$ cat config.mk
export PLATFORM = sky130hd
export DESIGN_NAME = note_strum_crossing_trigger
export DESIGN_NICKNAME = d
export VERILOG_FILES = /design/src/design/nsct_pkg.sv /design/src/design/note_strum_crossing_trigger.sv /design/src/design/nsct_fifo.sv /design/src/design/nsct_front.sv /design/src/design/nsct_back.sv
export VERILOG_INCLUDE_DIRS = /design/src /design/src/design
export SDC_FILE = /design/constraint.sdc
export NUM_CORES = 1
export LEC_CHECK = 0
export ABC_AREA = 1
export BUFFER_PORTS_ARGS = -buffer_cell sky130_fd_sc_hd__buf_2
export CORE_UTILIZATION = 40
export DETAILED_ROUTE_END_ITERATION = 7
export GPL_TIMING_DRIVEN = 1
export PLACE_DENSITY_LB_ADDON = 0.15
export SLEW_MARGIN = 20
export SYNTH_ARGS = -nofsm -noshare
export SYNTH_HDL_FRONTEND = slang
export SYNTH_SLANG_ARGS = --single-unit
$ cat constraint.sdc
create_clock -name clk -period 5.53 [get_ports clk]
set_input_delay 1.106 -clock clk [delete_from_list [all_inputs] [get_ports clk]]
set_output_delay 1.106 -clock clk [all_outputs]
set_load 0.02 [all_outputs]
$ cat src/design/note_strum_crossing_trigger_defines.svh
// ----------------------------------------------------------------------------
// note_strum_crossing_trigger_defines.svh
// Assertion macros used by the strum trigger top level.
// ----------------------------------------------------------------------------
`ifndef NOTE_STRUM_CROSSING_TRIGGER_DEFINES_SVH
`define NOTE_STRUM_CROSSING_TRIGGER_DEFINES_SVH

// Antecedent implies consequent in the same cycle.
`define NSCT_ASSERT_IMP(lbl, ante, cons) \
    lbl: assert property (@(posedge clk) disable iff (!rst_n) (ante) |-> (cons)) \
        else $error("nsct assertion failed");

// Condition must never hold.
`define NSCT_ASSERT_NEVER(lbl, cond) \
    lbl: assert property (@(posedge clk) disable iff (!rst_n) !(cond)) \
        else $error("nsct assertion failed");

`endif

$ cat src/design/nsct_pkg.sv
`timescale 1ns / 1ps
// ----------------------------------------------------------------------------
// nsct_pkg
// Types and constants of the strum crossing note trigger.
// ----------------------------------------------------------------------------
package nsct_pkg;

    localparam int MAX_NOTES_DEF = 16;
    localparam int MAX_RESULTS   = 16;
    localparam int POS_W         = 17;
    localparam int PITCH_W       = 7;
    localparam int CMD_DEPTH     = 2;
    localparam int RES_DEPTH     = 4;

    localparam logic [POS_W-1:0]   POS_ONE    = 17'd65536;
    localparam logic [POS_W-1:0]   WRAP_LIMIT = 17'd64881;
    localparam logic [PITCH_W-1:0] STRUM_VEL  = 7'd127;
    localparam logic [PITCH_W-1:0] VEL_OFF    = 7'd0;
    localparam logic               CMD_STRUM  = 1'b1;

    typedef struct packed {
        logic               cmd;
        logic [PITCH_W-1:0] pitch;
        logic [PITCH_W-1:0] velocity;
        logic [POS_W-1:0]   strum_pos;
    } in_item_t;

    typedef struct packed {
        logic [PITCH_W-1:0] out_pitch;
        logic [PITCH_W-1:0] out_velocity;
        logic               last;
    } out_item_t;

    typedef enum logic [1:0] {
        KIND_NOTE_ON,
        KIND_NOTE_OFF,
        KIND_STRUM
    } cmd_kind_t;

    // Classified command passed from front to back.
    typedef struct packed {
        cmd_kind_t          kind;
        logic [PITCH_W-1:0] pitch;
        logic               up;
        logic               fire;
        logic [POS_W-1:0]   old_pos;
        logic [POS_W-1:0]   new_pos;
    } cmd_item_t;

    typedef enum logic [2:0] {
        B_IDLE,
        B_OFF_EMIT,
        B_OFF_WALK,
        B_SETUP,
        B_WALK,
        B_FLUSH
    } back_state_t;

endpackage

$ cat src/design/note_strum_crossing_trigger.sv
`timescale 1ns / 1ps
// Path: a note-off result goes from the command queue via B_IDLE and B_OFF_EMIT to the
// result queue; a strum's first note-on goes out at the next hit, or in B_FLUSH if none.
// Order: a note-on is done in B_IDLE; a note-off adds B_OFF_EMIT and B_OFF_WALK, a strum
// B_SETUP, B_WALK and B_FLUSH; list walks read one entry a cycle, B_WALK holding on res_full.
// Reset: rst_n clears the note count, the previous strum position and both queues;
// the note list itself is left as is and needs no clearing pass.
// ----------------------------------------------------------------------------
// note_strum_crossing_trigger
// Strum crossing note trigger: held notes fire as the strum position sweeps.
// ----------------------------------------------------------------------------
`include "note_strum_crossing_trigger_defines.svh"

module note_strum_crossing_trigger
    import nsct_pkg::*;
#(
    parameter int MAX_NOTES = MAX_NOTES_DEF
) (
    input  logic      clk,
    input  logic      rst_n,
    input  logic      push,
    output logic      full,
    input  in_item_t  item,
    output logic      empty,
    input  logic      pop,
    output out_item_t result
);
    localparam int CMD_W = $bits(cmd_item_t);
    localparam int RES_W = $bits(out_item_t);

    // Front to command queue.
    logic             cq_push;
    logic             cq_full;
    cmd_item_t        cq_in;

    // Command queue to back end.
    logic             cq_pop;
    logic             cq_empty;
    logic [CMD_W-1:0] cq_dout;

    // Back end to result queue.
    logic             res_push;
    logic             res_full;
    out_item_t        res_in;
    logic [RES_W-1:0] res_dout;

    // Front: classify each transfer, compute strum direction and the wraparound
    // test, and hold the previous strum position so the back end sees plain data.
    nsct_front u_front (
        .clk     (clk),
        .rst_n   (rst_n),
        .push    (push),
        .item    (item),
        .full    (full),
        .cq_push (cq_push),
        .cq_item (cq_in),
        .cq_full (cq_full)
    );

    // Short queue between front and back so the front keeps taking items
    // while the back walks the note list.
    nsct_fifo #(
        .WIDTH (CMD_W),
        .DEPTH (CMD_DEPTH)
    ) u_cmd_q (
        .clk   (clk),
        .rst_n (rst_n),
        .push  (cq_push),
        .din   (cq_in),
        .full  (cq_full),
        .pop   (cq_pop),
        .dout  (cq_dout),
        .empty (cq_empty)
    );

    // Back: owns the note list, compacts it on note-off and walks it on strum.
    nsct_back #(
        .MAX_NOTES (MAX_NOTES)
    ) u_back (
        .clk       (clk),
        .rst_n     (rst_n),
        .cmd_empty (cq_empty),
        .cmd       (cmd_item_t'(cq_dout)),
        .cmd_pop   (cq_pop),
        .res_full  (res_full),
        .res_push  (res_push),
        .res       (res_in)
    );

    // Result queue: decouple the walk from the consumer's pop pattern.
    nsct_fifo #(
        .WIDTH (RES_W),
        .DEPTH (RES_DEPTH)
    ) u_res_q (
        .clk   (clk),
        .rst_n (rst_n),
        .push  (res_push),
        .din   (res_in),
        .full  (res_full),
        .pop   (pop),
        .dout  (res_dout),
        .empty (empty)
    );

    assign result = out_item_t'(res_dout);

    // Back end must not push into a full result queue.
    `NSCT_ASSERT_NEVER(a_res_no_overflow, res_push && res_full)
    // Back end must not pop an empty command queue.
    `NSCT_ASSERT_NEVER(a_cmd_no_underflow, cq_pop && cq_empty)
    // A note-off is always a single, final result.
    `NSCT_ASSERT_IMP(a_off_is_last, !empty && (result.out_velocity == VEL_OFF), result.last)

endmodule

$ cat src/design/nsct_fifo.sv
`timescale 1ns / 1ps
// ----------------------------------------------------------------------------
// nsct_fifo
// Small synchronous queue with full and empty flags.
// ----------------------------------------------------------------------------
module nsct_fifo #(
    parameter int WIDTH = 8,
    parameter int DEPTH = 2
) (
    input  logic             clk,
    input  logic             rst_n,
    input  logic             push,
    input  logic [WIDTH-1:0] din,
    output logic             full,
    input  logic             pop,
    output logic [WIDTH-1:0] dout,
    output logic             empty
);
    localparam int PTR_W = (DEPTH > 1) ? $clog2(DEPTH) : 1;
    localparam int CNT_W = $clog2(DEPTH + 1);

    logic [WIDTH-1:0] store_reg [DEPTH];
    logic [PTR_W-1:0] wr_ptr_reg, wr_ptr_next;
    logic [PTR_W-1:0] rd_ptr_reg, rd_ptr_next;
    logic [CNT_W-1:0] count_reg, count_next;
    logic             do_push, do_pop;

    assign full    = (count_reg == CNT_W'(DEPTH));
    assign empty   = (count_reg == '0);
    assign do_push = push && !full;
    assign do_pop  = pop && !empty;
    assign dout    = store_reg[rd_ptr_reg];

    always_comb
    begin
        wr_ptr_next = wr_ptr_reg;
        rd_ptr_next = rd_ptr_reg;
        count_next  = count_reg;
        if (do_push)
        begin
            wr_ptr_next = (wr_ptr_reg == PTR_W'(DEPTH - 1)) ? '0 : wr_ptr_reg + 1'b1;
        end
        if (do_pop)
        begin
            rd_ptr_next = (rd_ptr_reg == PTR_W'(DEPTH - 1)) ? '0 : rd_ptr_reg + 1'b1;
        end
        if (do_push && !do_pop)
        begin
            count_next = count_reg + 1'b1;
        end
        else if (do_pop && !do_push)
        begin
            count_next = count_reg - 1'b1;
        end
    end

    always_ff @(posedge clk or negedge rst_n)
    begin
        if (!rst_n)
        begin
            wr_ptr_reg <= '0;
            rd_ptr_reg <= '0;
            count_reg  <= '0;
        end
        else
        begin
            wr_ptr_reg <= wr_ptr_next;
            rd_ptr_reg <= rd_ptr_next;
            count_reg  <= count_next;
        end
    end

    always_ff @(posedge clk)
    begin
        if (do_push)
        begin
            store_reg[wr_ptr_reg] <= din;
        end
    end

endmodule

$ cat src/design/nsct_front.sv
`timescale 1ns / 1ps
// ----------------------------------------------------------------------------
// nsct_front
// Classify incoming items and track the previous strum position.
// ----------------------------------------------------------------------------
module nsct_front
    import nsct_pkg::*;
(
    input  logic      clk,
    input  logic      rst_n,
    input  logic      push,
    input  in_item_t  item,
    output logic      full,
    output logic      cq_push,
    output cmd_item_t cq_item,
    input  logic      cq_full
);
    logic [POS_W-1:0] prev_strum_reg, prev_strum_next;
    logic [POS_W-1:0] pos_sat;
    logic [POS_W-1:0] mag;
    logic             up;

    assign full    = cq_full;
    assign cq_push = push;

    // Saturate beyond 1.0, then find direction and distance.
    assign pos_sat = (item.strum_pos > POS_ONE) ? POS_ONE : item.strum_pos;
    assign up      = (pos_sat > prev_strum_reg);
    assign mag     = up ? (pos_sat - prev_strum_reg) : (prev_strum_reg - pos_sat);

    always_comb
    begin
        cq_item.pitch   = item.pitch;
        cq_item.up      = up;
        cq_item.fire    = (mag != '0) && (mag < WRAP_LIMIT);
        cq_item.old_pos = prev_strum_reg;
        cq_item.new_pos = pos_sat;
        if (item.cmd == CMD_STRUM)
        begin
            cq_item.kind = KIND_STRUM;
        end
        else if (item.velocity != VEL_OFF)
        begin
            cq_item.kind = KIND_NOTE_ON;
        end
        else
        begin
            cq_item.kind = KIND_NOTE_OFF;
        end
    end

    always_comb
    begin
        prev_strum_next = prev_strum_reg;
        if (push && !cq_full && (item.cmd == CMD_STRUM))
        begin
            prev_strum_next = pos_sat;
        end
    end

    always_ff @(posedge clk or negedge rst_n)
    begin
        if (!rst_n)
        begin
            prev_strum_reg <= '0;
        end
        else
        begin
            prev_strum_reg <= prev_strum_next;
        end
    end

endmodule

$ cat src/design/nsct_back.sv
`timescale 1ns / 1ps
// ----------------------------------------------------------------------------
// nsct_back
// Hold the note list, compact it on note-off, walk it on strum.
// ----------------------------------------------------------------------------
module nsct_back
    import nsct_pkg::*;
#(
    parameter int MAX_NOTES = MAX_NOTES_DEF
) (
    input  logic      clk,
    input  logic      rst_n,
    input  logic      cmd_empty,
    input  cmd_item_t cmd,
    output logic      cmd_pop,
    input  logic      res_full,
    output logic      res_push,
    output out_item_t res
);
    localparam int IDX_W  = (MAX_NOTES > 1) ? $clog2(MAX_NOTES) : 1;
    localparam int CNT_W  = $clog2(MAX_NOTES + 1);
    localparam int PROD_W = POS_W + CNT_W + 1;
    localparam int HIT_W  = $clog2(MAX_RESULTS + 1);

    logic [PITCH_W-1:0] mem [MAX_NOTES];
    logic [PITCH_W-1:0] rd_data_reg;

    back_state_t        state_reg, state_next;
    logic [CNT_W-1:0]   count_reg, count_next;
    logic [IDX_W-1:0]   idx_reg, idx_next;
    logic [CNT_W-1:0]   wr_idx_reg, wr_idx_next;
    cmd_item_t          cur_reg, cur_next;
    logic [PROD_W-1:0]  old_reg, old_next;
    logic [PROD_W-1:0]  new_reg, new_next;
    logic               pend_valid_reg, pend_valid_next;
    logic [PITCH_W-1:0] pend_pitch_reg, pend_pitch_next;
    logic [HIT_W-1:0]   hit_cnt_reg, hit_cnt_next;

    logic               mem_we;
    logic [IDX_W-1:0]   mem_waddr;
    logic [PITCH_W-1:0] mem_wdata;
    logic               walk_go;
    logic               hit;
    logic               at_end;
    logic [CNT_W-1:0]   cnt_m1;
    logic [PROD_W-1:0]  spot;
    logic [PROD_W-1:0]  two_n;

    assign cnt_m1 = count_reg - CNT_W'(1);
    assign at_end = (CNT_W'(idx_reg) == cnt_m1);
    assign spot   = PROD_W'({idx_reg, 1'b1, 16'b0});
    assign two_n  = PROD_W'({count_reg, 1'b0});
    assign hit    = cur_reg.up ? ((old_reg < spot) && (spot <= new_reg))
                               : ((new_reg <= spot) && (spot < old_reg));

    // Outputs of the sequencer.
    always_comb
    begin
        cmd_pop   = 1'b0;
        res_push  = 1'b0;
        res       = '{out_pitch: pend_pitch_reg, out_velocity: STRUM_VEL, last: 1'b0};
        mem_we    = 1'b0;
        mem_waddr = count_reg[IDX_W-1:0];
        mem_wdata = cmd.pitch;
        walk_go   = 1'b0;
        unique case (state_reg)
            B_IDLE:
            begin
                cmd_pop = !cmd_empty;
                mem_we  = !cmd_empty && (cmd.kind == KIND_NOTE_ON)
                          && (count_reg < CNT_W'(MAX_NOTES));
            end
            B_OFF_EMIT:
            begin
                res_push = !res_full;
                res      = '{out_pitch: cur_reg.pitch, out_velocity: VEL_OFF, last: 1'b1};
            end
            B_OFF_WALK:
            begin
                mem_we    = (rd_data_reg != cur_reg.pitch);
                mem_waddr = wr_idx_reg[IDX_W-1:0];
                mem_wdata = rd_data_reg;
            end
            B_SETUP:
            begin
                walk_go = 1'b0;
            end
            B_WALK:
            begin
                // Emit the held hit only once a later one proves it is not last.
                res_push = hit && pend_valid_reg && !res_full;
                walk_go  = !(hit && pend_valid_reg && res_full);
            end
            B_FLUSH:
            begin
                res_push = pend_valid_reg && !res_full;
                res.last = 1'b1;
            end
            default:
            begin
                cmd_pop = 1'b0;
            end
        endcase
    end

    // Next state and datapath registers.
    always_comb
    begin
        state_next      = state_reg;
        count_next      = count_reg;
        idx_next        = '0;
        wr_idx_next     = wr_idx_reg;
        cur_next        = cur_reg;
        old_next        = old_reg;
        new_next        = new_reg;
        pend_valid_next = pend_valid_reg;
        pend_pitch_next = pend_pitch_reg;
        hit_cnt_next    = hit_cnt_reg;
        unique case (state_reg)
            B_IDLE:
            begin
                if (!cmd_empty)
                begin
                    cur_next = cmd;
                    unique case (cmd.kind)
                        KIND_NOTE_ON:
                        begin
                            if (mem_we)
                            begin
                                count_next = count_reg + 1'b1;
                            end
                        end
                        KIND_NOTE_OFF:
                        begin
                            state_next = B_OFF_EMIT;
                        end
                        KIND_STRUM:
                        begin
                            if (cmd.fire && (count_reg != '0))
                            begin
                                state_next = B_SETUP;
                            end
                        end
                        default:
                        begin
                            state_next = B_IDLE;
                        end
                    endcase
                end
            end
            B_OFF_EMIT:
            begin
                wr_idx_next = '0;
                if (!res_full)
                begin
                    state_next = (count_reg == '0) ? B_IDLE : B_OFF_WALK;
                end
            end
            B_OFF_WALK:
            begin
                wr_idx_next = mem_we ? wr_idx_reg + 1'b1 : wr_idx_reg;
                if (at_end)
                begin
                    count_next = wr_idx_next;
                    state_next = B_IDLE;
                end
                else
                begin
                    idx_next = idx_reg + 1'b1;
                end
            end
            B_SETUP:
            begin
                old_next        = PROD_W'(cur_reg.old_pos) * two_n;
                new_next        = PROD_W'(cur_reg.new_pos) * two_n;
                pend_valid_next = 1'b0;
                hit_cnt_next    = '0;
                state_next      = B_WALK;
            end
            B_WALK:
            begin
                idx_next = idx_reg;
                if (walk_go)
                begin
                    if (hit)
                    begin
                        pend_valid_next = 1'b1;
                        pend_pitch_next = rd_data_reg;
                        hit_cnt_next    = hit_cnt_reg + 1'b1;
                    end
                    if (at_end || (hit && (hit_cnt_reg == HIT_W'(MAX_RESULTS - 1))))
                    begin
                        idx_next   = '0;
                        state_next = B_FLUSH;
                    end
                    else
                    begin
                        idx_next = idx_reg + 1'b1;
                    end
                end
            end
            B_FLUSH:
            begin
                if (!pend_valid_reg || !res_full)
                begin
                    pend_valid_next = 1'b0;
                    state_next      = B_IDLE;
                end
            end
            default:
            begin
                state_next = B_IDLE;
            end
        endcase
    end

    always_ff @(posedge clk or negedge rst_n)
    begin
        if (!rst_n)
        begin
            state_reg      <= B_IDLE;
            count_reg      <= '0;
            idx_reg        <= '0;
            wr_idx_reg     <= '0;
            pend_valid_reg <= 1'b0;
            hit_cnt_reg    <= '0;
        end
        else
        begin
            state_reg      <= state_next;
            count_reg      <= count_next;
            idx_reg        <= idx_next;
            wr_idx_reg     <= wr_idx_next;
            pend_valid_reg <= pend_valid_next;
            hit_cnt_reg    <= hit_cnt_next;
        end
    end

    always_ff @(posedge clk)
    begin
        cur_reg        <= cur_next;
        old_reg        <= old_next;
        new_reg        <= new_next;
        pend_pitch_reg <= pend_pitch_next;
    end

    // Note list: one write port, registered read at the next walk index.
    always_ff @(posedge clk)
    begin
        if (mem_we)
        begin
            mem[mem_waddr] <= mem_wdata;
        end
        rd_data_reg <= mem[idx_next];
    end

endmodule
---- Yosys cells after proc, flatten, opt, wreduce, memory -nomap -nowiden ----
Memories as Yosys holds them, arrays and structs flattened. A register that Yosys moved wholly into a read port is not among the register bits.
Index checks and enable logic that the tools add are counted.
storage, ports and cells
  bits in registers ....................... 144
  latch bits .............................. 0
  memory bits (writable) .................. 262
  memory bits (read-only) ................. 0
  input bits .............................. 36
  word-level logic and storage cells ...... 182
  memories ................................ 3
operators by class
  add/sub/neg operators ................... 15
  multiply operators ...................... 2
  divide/modulo/power cells ............... 0
  order comparisons ....................... 8
  equality and inequality tests ........... 25
  shift operators ......................... 0
  muxes and demuxes ....................... 55
  bitwise operators ....................... 1
  reduce and logical (&&, ||, !) cells .... 53
memories
  name               words  bits a word  read ports  clocked after Yosys merged registers in  wr ports  RTL line         text
  u_back.mem         16     7            1           1                                        1         nsct_back.sv:25  logic [PITCH_W-1:0] mem [MAX_NOTES];
  u_cmd_q.store_reg  2      45           1           0                                        1         nsct_fifo.sv:22  logic [WIDTH-1:0] store_reg [DEPTH];
  u_res_q.store_reg  4      15           1           0                                        1         nsct_fifo.sv:22
operator list
  kind                    count
  $mul A17 B5 Y22         2
  $mux W5                 7
  $mux W17                2
  $sub A17 B17 Y17        2
  $pmux W5 S2             3
  $mux W3                 9
  $le A21 B23 Y1          1
  $le A23 B21 Y1          1
  $lt A21 B23 Y1          1
  $lt A23 B21 Y1          1
  $logic_and A1 B1 Y1     20
  $pmux W3 S6             1
  $gt A17 B17 Y1          1
  $gt A17 B17 Y1 const B  1
  $lt A17 B16 Y1 const B  1
  $reduce_bool A17 Y1     1
  $mux W1                 16
  $mux W4                 4
  $add A5 B1 Y5 const B   3
  $mux W14                1
  $ne A2 B1 Y1 const B    7
  $mux W2                 6
  $logic_not A1 Y1        10
  $reduce_bool A2 Y1      5
  other kinds (37)        53

---- Depth between registers and ports, before layout ----
Gate-level depths: netlist (run 1).
  depth after elaboration ................. 11
  depth in mapped cells ................... 26
  gate-level depth less buffers ........... 24

---- By module ----
A second synthesis (run 1) with hierarchy kept.
second synthesis, totals
  cells, all modules ...................... 2,780
  area total of the unflattened synthesis .. 25,111.6 sq um
modules (own cells, without submodules)
  module                instances  cells each  area each (sq um)  sequential area each (sq um)
  nsct_back             1          1,708       15,482.3           6,871.6
  nsct_fifo at u_cmd_q  1          266         3,500.9            2,802.7
  nsct_front            1          570         3,234.4            425.4
  nsct_fifo at u_res_q  1          236         2,894.0            1,976.9

---- Worst setup path after synthesis (run 1) ----
OpenSTA, ideal clock, no wires.
  path kind ............................... reg2reg
  start point ............................. register u_back.state_reg[1]
  end point ............................... register u_back.hit_cnt_reg[0]
  arrival ................................. 4,541 ps
  path slack .............................. 870 ps
  stages on the path, launching flop included .. 9
  clock period less this slack ............ 4,660 ps
  cell sequence ........................... dfrtp_1 > inv_1 > nor3_1 > inv_1 > nand2_1 > nand2_1 > inv_1 > o21ai_0 > o21a_1
on the way
  cells in the longest elaborated chain, start to end .. 4
RTL lines
  what                         RTL line                           text
  from (decl)                  nsct_back.sv:28                    back_state_t state_reg, state_next;
  from (signal assigned)       nsct_back.sv:230                   state_reg <= state_next;
  $eq A3 B3 Y1                 nsct_back.sv:66, nsct_back.sv:119
  $mux W1                      nsct_back.sv:66                    unique case (state_reg)
  $ne A2 B1 Y1 (no line)       -
  $reduce_and A3 Y1 (no line)  -
  to (signal assigned)         nsct_back.sv:235                   hit_cnt_reg <= hit_cnt_next;
  to (decl)                    nsct_back.sv:37                    logic [HIT_W-1:0] hit_cnt_reg, hit_cnt_next;
Parallel ways exist; a longest one is shown, timed or not.
A chain may end at the register's enable or synchronous reset.

---- Final worst setup path (run 1) ----
  start point ............................. register u_back.count_reg[4]
  end point ............................... register u_back.new_reg[19] (data pin)
on the way
  cells in the longest elaborated chain, start to end .. 1
RTL lines
  what                    RTL line          text
  from (decl)             nsct_back.sv:29   logic [CNT_W-1:0] count_reg, count_next;
  from (signal assigned)  nsct_back.sv:231  count_reg <= count_next;
  $mul A17 B5 Y22         nsct_back.sv:175  new_next = PROD_W'(cur_reg.new_pos) * two_n;
  to (signal assigned)    nsct_back.sv:243  new_reg <= new_next;
  to (decl)               nsct_back.sv:34   logic [PROD_W-1:0] new_reg, new_next;
Every way passes these cells.

==> flow_summary.toml, run 1 <==
[outcome]
status = "finished, final reports clean"

[synthesis]
synth_compound_area_share_pct = 6.44
netlist_area_um2 = 23200
synth_area_leaders = "edfxtp_1 (43%), nand2_1 (10%), fa_1 (8.0%)"
synth_fa_ha_area_share_pct = 14.3
synth_top_family_by_area = "simple AND/OR/NAND/NOR gates"
synth_warnings = 0
avgSynthCellArea_um2 = 9.40
synthCells = 2469
synth.distinct_cells = 57
synthSimpleGateAreaFrac_pct = 18.7
async_flop_share_pct = 13.1
ys_ff_latch = 389
synth_nets = 2715
yosys-mux-area-fraction_pct = 0.0916
ys.flop_type = "edfxtp_1"
yosys.area_share.xor_xnor_pct = 3.09
synth_top_area_share_pct = 42.8
synth-edff-count = 331
yosysTopAreaCell = "edfxtp_1"
yosysSeqAreaShare_pct = 48.9

[critical_path]
timing.rr.start = "u_back.count_reg[4]"
worstPathRequired_ns = 5.84
cp_max_fo = 25
startpoint = "u_back.count_reg[4]"
crit_type = "reg -> reg"
endpoint_kind = "flip-flop"
r2r_cells = 16
reg2reg_slack_ns = 0.84
arrival_ns = 5.00
startpoint_type = "flip-flop"
r2r-end = "u_back.new_reg[19]"

[worst_hold_path]
min_from = "u_back.hit_cnt_reg[4]"
min_delay_path_depth = 2
hold_end = "u_back.hit_cnt_reg[4]"
hp-class = "reg -> reg"

[finish]
antenna_cells = 0
regArea_um2 = 11400
drive_above_1_share_pct = 7.88
largest_register_ffs = 112
multi_input_area_um2 = 9980
finalNetCount = 2774
fin_util_pct = 45.5
nFillCells = 5519
area_growth_pct = 11.5

[placed_design]
hpwl_um = 40700
io_buffers = 52
gp_congestion = 0.854

[route]
dr.pass1.iters = 5
dr.first_iter.drc_count = 1021
wl_per_cell_um = 16.7
ant_nets = 0
drc = 0
num_vias = 16400
via_per_inst = 4.93
routed_wl_um = 55400

[sta]
setup_viol = 0
fin_worst_skew_ns = 0.0271
worst_pin_slew_ns = 1.15
whs_ns = 0.478
min_period_ns = 4.69
clock.fmax_ghz = 0.213
min_period_over_period_pct = 84.9
slew_headroom_pct = 22.9
fin_tns_setup_ns = 0
hold_viol_final = 0
rsz0062_at_grt = "false"
report.final.slew_viol_count = 0

[floorplanning]
start_util_pct = 40.9
fp.dieW_um = 243
die_h_um = 243
placementRows = 87
die_area_um2 = 59000
io_pins = 53
core_um2 = 56800

[grt]
grt_pass1_vias = 16600
track_usage_pct = 19.3
grt_pass1_wl_um = 90200
grt_max_degree = 58
overflow = 0
antenna_found_initial = 2

[cts]
hold_buffers = 0
cts_setup_buffers = 0
cts_resized = 0
clkLatencyLatePin_ns = 0.58
cts_buffers = 44
cts-root-buf = "clkbuf_16"
clk_pin_slew_ns = 0.08
htree_levels = 2
cts.sinks = 389
cts_buffer_depth = 3
cts_tree = "done"

[run]
maxCapViolations = 0

[power]
p_per_area_nw_per_um2 = 601
ir_worst_vdd_mv = 0.242
power_leakage_nw = 12.0
==> worst max path at each step <==
stage,end,slack (ns),depth (start not counted)
detailed placement,u_cmd_q.store_reg[0][34],0.68,26
global route,u_back.new_reg[19],0.52,17
global placement,u_cmd_q.store_reg[0][34],0.74,26
floorplan,u_back.hit_cnt_reg[0],0.87,8
CTS,u_back.old_reg[20],0.87,17
finish,u_back.new_reg[19],0.84,16
==> cell usage after synthesis, types with 16 or more instances <==
master,n
nor2_1,159
fa_1,93
xnor2_1,19
buf_2,22
ha_1,117
nand3_1,173
clkbuf_1,29
inv_1,395
xor2_1,63
buf_4,16
o21ai_0,98
nand2_1,621
edfxtp_1,331
nand3b_1,30
dfrtp_1,51
a21oi_1,93
==> metal layers <==
| metal | global-route usage [%] | up-vias | part of all wire [%] |
|---|---|---|---|
| met5 | 0 | - | 0 |
| met4 | 4.25 | 0 | 1.6 |
| met3 | 2.90 | 64 | 4.6 |
| met2 | 31.4 | 287 | 46 |
| met1 | 27.3 | 7887 | 48 |
| li1 | - | 8124 | - |
==> cells in the final DEF (no fill, tap or decap), types with 5 or more instances in the layout <==
cell       count
nand2_1      621
inv_1        395
edfxtp_1     331
nand3_1      172
nor2_1       157
ha_1         117
o21ai_0       98
a21oi_1       93
fa_1          93
xor2_1        63
buf_2         52
dfrtp_1       51
clkbuf_16     44
buf_4         42
nand3b_1      30
xnor2_1       19
clkbuf_1      14
nand4_1       11
o22ai_1       11
nand2_2        9
o21bai_1       9
clkinv_1       8
nor3_1         8
inv_2          8
a31oi_2        8
nor4_1         7
dfxtp_1        7
o211ai_1       6
o21ai_1        6
nor2_4         5
a21o_1         5
bufinv_16      5
==> where the power goes <==
group | internal, mW | total [mW] | switching [mW]
Clock | 1.78 | 2.99 | 1.21
Sequential | 4.42 | 5.00 | 0.580
Combinational | 2.54 | 7.57 | 5.03
Total | 8.73 | 15.6 | 6.82
==> critical path, cell delays in order (launching register included) <==
cell	delay [ns]
dfrtp_1	0.41
buf_4	0.35
nand2_1	0.13
fa_1	0.54
inv_1	0.06
fa_1	0.51
fa_1	0.49
ha_1	0.38
nand2_1	0.10
nand3_1	0.16
a21oi_1	0.13
o21ai_0	0.34
a31oi_1	0.19
o21ai_0	0.32
nand3_1	0.12
nand2_1	0.09
xor2_1	0.07
==> cells by family (layout without fill, tap and decap cells) <==
kind of cell | after synthesis | count (layout)
multiplexers | 2 | 2
adder cells (fa/ha/maj) | 210 | 210
AND/OR/NAND/NOR | 1034 | 1034
XOR/XNOR | 82 | 82
AO/OA/AOI/OAI | 264 | 264
flip-flops | 389 | 389
buffers and inverters | 488 | 583
==> through the flow <==
stage,instances,power (mW),worst slack (ns),instance area [µm²]
2_1_floorplan,2469,10.5,0.870,23200
3_3_place_gp,3238,12.6,0.738,24400
3_5_place_dp,3238,12.7,0.684,24400
4_1_cts,3320,15.8,0.869,25900
5_1_grt,3320,16.9,0.520,25900
6_report,3320,15.6,0.837,25900
==> final cells by class <==
class                      count  area share (%)
sequential                   389            43.9
timing repair buffer          94            2.22
clock inverter                20            1.10
tap                          756            3.66
multi-input combinational   1592            38.6
clock buffer                  62            4.67
inverter                     407            5.90
Note: power is estimated with default switching activity, not from simulation.
==> run 2, diff against run 1 <==
==> constraint.sdc (replaced) <==
create_clock -name clk -period 4.4 [get_ports clk]
set_input_delay 0.88 -clock clk [delete_from_list [all_inputs] [get_ports clk]]
set_output_delay 0.88 -clock clk [all_outputs]
set_load 0.02 [all_outputs]
==> run 2 against run 1 <==
Clock power increased by 25%. Clock skew is 0.040 ns higher. Maximum frequency increased by 10%. Via count increased by 3.1%. Critical path depth did not move. Combinational power is 39% higher. Utilization grew 1.9 points.
==> flow_summary.toml, run 2 (synthesis results as in run 1) <==
[critical_path]
cp_max_fo = 14
endpoint_kind = "flip-flop"
arrival_ns = 4.55
timing.rr.start = "u_back.count_reg[4]"
r2r-end = "u_back.new_reg[19]"
worstPathRequired_ns = 4.69
startpoint_type = "flip-flop"
reg2reg_slack_ns = 0.14
crit_type = "reg -> reg"
r2r_cells = 16

[grt]
overflow = 0
grt_pass1_vias = 17000
track_usage_pct = 19.6
grt_pass1_wl_um = 91800
grt_max_degree = 58
antenna_found_initial = 0

[floorplanning]
io_pins = 53
core_um2 = 56800
fp.dieW_um = 243
placementRows = 87
start_util_pct = 40.9
die_area_um2 = 59000
die_h_um = 243

[route]
via_per_inst = 4.92
num_vias = 16900
wl_per_cell_um = 16.6
routed_wl_um = 57100
dr.first_iter.drc_count = 1174
drc = 0
ant_nets = 0
dr.pass1.iters = 5

[finish]
area_growth_pct = 16.2
nFillCells = 5428
final_common_cell = "nand2_1"
layout_common_cells = "nand2_1 (621), inv_1 (394), edfxtp_1 (331)"
design_area_um2 = 27000
drive_above_1_share_pct = 12.3
antenna_cells = 0
finalNetCount = 2882
largest_register_ffs = 112

[sta]
fin_worst_skew_ns = 0.0670
rsz0062_at_grt = "true"
hold_viol_final = 0
fin_tns_setup_ns = 0
slew_headroom_pct = 26.5
min_period_ns = 4.26
min_period_over_period_pct = 96.8
setup_slack_ns = 0.139
report.final.slew_viol_count = 0
worst_pin_slew_ns = 1.10
clock.fmax_ghz = 0.235
setup_viol = 0

[placed_design]
hpwl_um = 41100
place_ws_ns = -0.354
io_buffers = 52
gp_congestion = 0.856
place_area_um2 = 25200

[cts]
clk_pin_slew_ns = 0.06
cts_buffer_depth = 3
cts_buffers = 46
cts_tree = "done"
htree_levels = 2
cts.sinks = 389
clkLatencyLatePin_ns = 0.61
cts-root-buf = "clkbuf_16"

[power]
ir_worst_vdd_mv = 0.383
p_per_area_nw_per_um2 = 759
power_leakage_nw = 12.6
power_mw = 20.5

[run]
maxCapViolations = 0

[outcome]
status = "finished, final reports clean"

[worst_hold_path]
hp-class = "in -> async"
## run 2: layout make-up
class	count	area (µm²)	area share, %
multi-input combinational	1592	10100	37.4
timing repair buffer	200	1550	5.74
inverter	407	1530	5.66
tap	756	946	3.51
sequential	389	11400	42.1
clock inverter	28	263	0.974
clock buffer	58	1250	4.62
## run 2: worst max-delay path by stage
stage	startpoint	endpoint	slack, ns	cells after the start
final	u_back.count_reg[4]	u_back.new_reg[19]	0.14	16
after floorplan	u_back.count_reg[3]	u_back.new_reg[19]	0.009	17
after global routing	u_back.count_reg[4]	u_back.new_reg[21]	-0.06	14
after CTS	u_back.count_reg[4]	u_back.old_reg[20]	0.05	17
after global placement	item[8]	u_cmd_q.store_reg[0][34]	-0.46	21
after detailed placement	item[8]	u_cmd_q.store_reg[1][34]	-0.35	21
## run 2: power by group
part | total, mW | switching [mW] | internal [mW]
clock | 3.73 | 1.53 | 2.20
combinational | 10.5 | 6.65 | 3.88
sequential | 6.20 | 0.650 | 5.55
total | 20.5 | 8.83 | 11.6
## run 2: worst max-delay path, stage by stage (launching register included)
cell,delay [ns]
dfrtp_2,0.44
buf_12,0.17
nand2_1,0.09
fa_1,0.54
inv_1,0.05
fa_1,0.51
fa_1,0.50
ha_1,0.38
nand2_1,0.11
nand3_1,0.10
a21oi_1,0.20
o21ai_1,0.13
a31oi_1,0.30
o21ai_1,0.14
nand3_1,0.09
nand2_1,0.06
xor2_1,0.14
## run 2: timing repair
| item | CTS | global route |
|---|---|---|
| endpoints found under the setup margin | 0 | 11 |
| hold buffers | 0 | 0 |
| buffers inserted | 0 | 5 |
| endpoints found under the hold margin | 0 | 0 |
| resized for setup | 0 | 23 |
## run 2: metal layers
metal  share of wire [%]  GRT usage [%]  vias up
li1                    -              -     8354
met1                  47           27.6     8099
met2                  47           31.7      335
met3                 4.0           2.24       77
met4                 2.1           5.46        0
met5                   0              0        -
## run 2: metrics by stage
stage                     hold slack (ns)  util [%]  instances
after floorplan                     0.442         -       2469
after global placement              0.465      44.4       3336
after detailed placement            0.477      44.4       3336
after CTS                          0.0943      47.1       3422
after global routing                0.103      47.5       3430
final                               0.117      47.5       3430
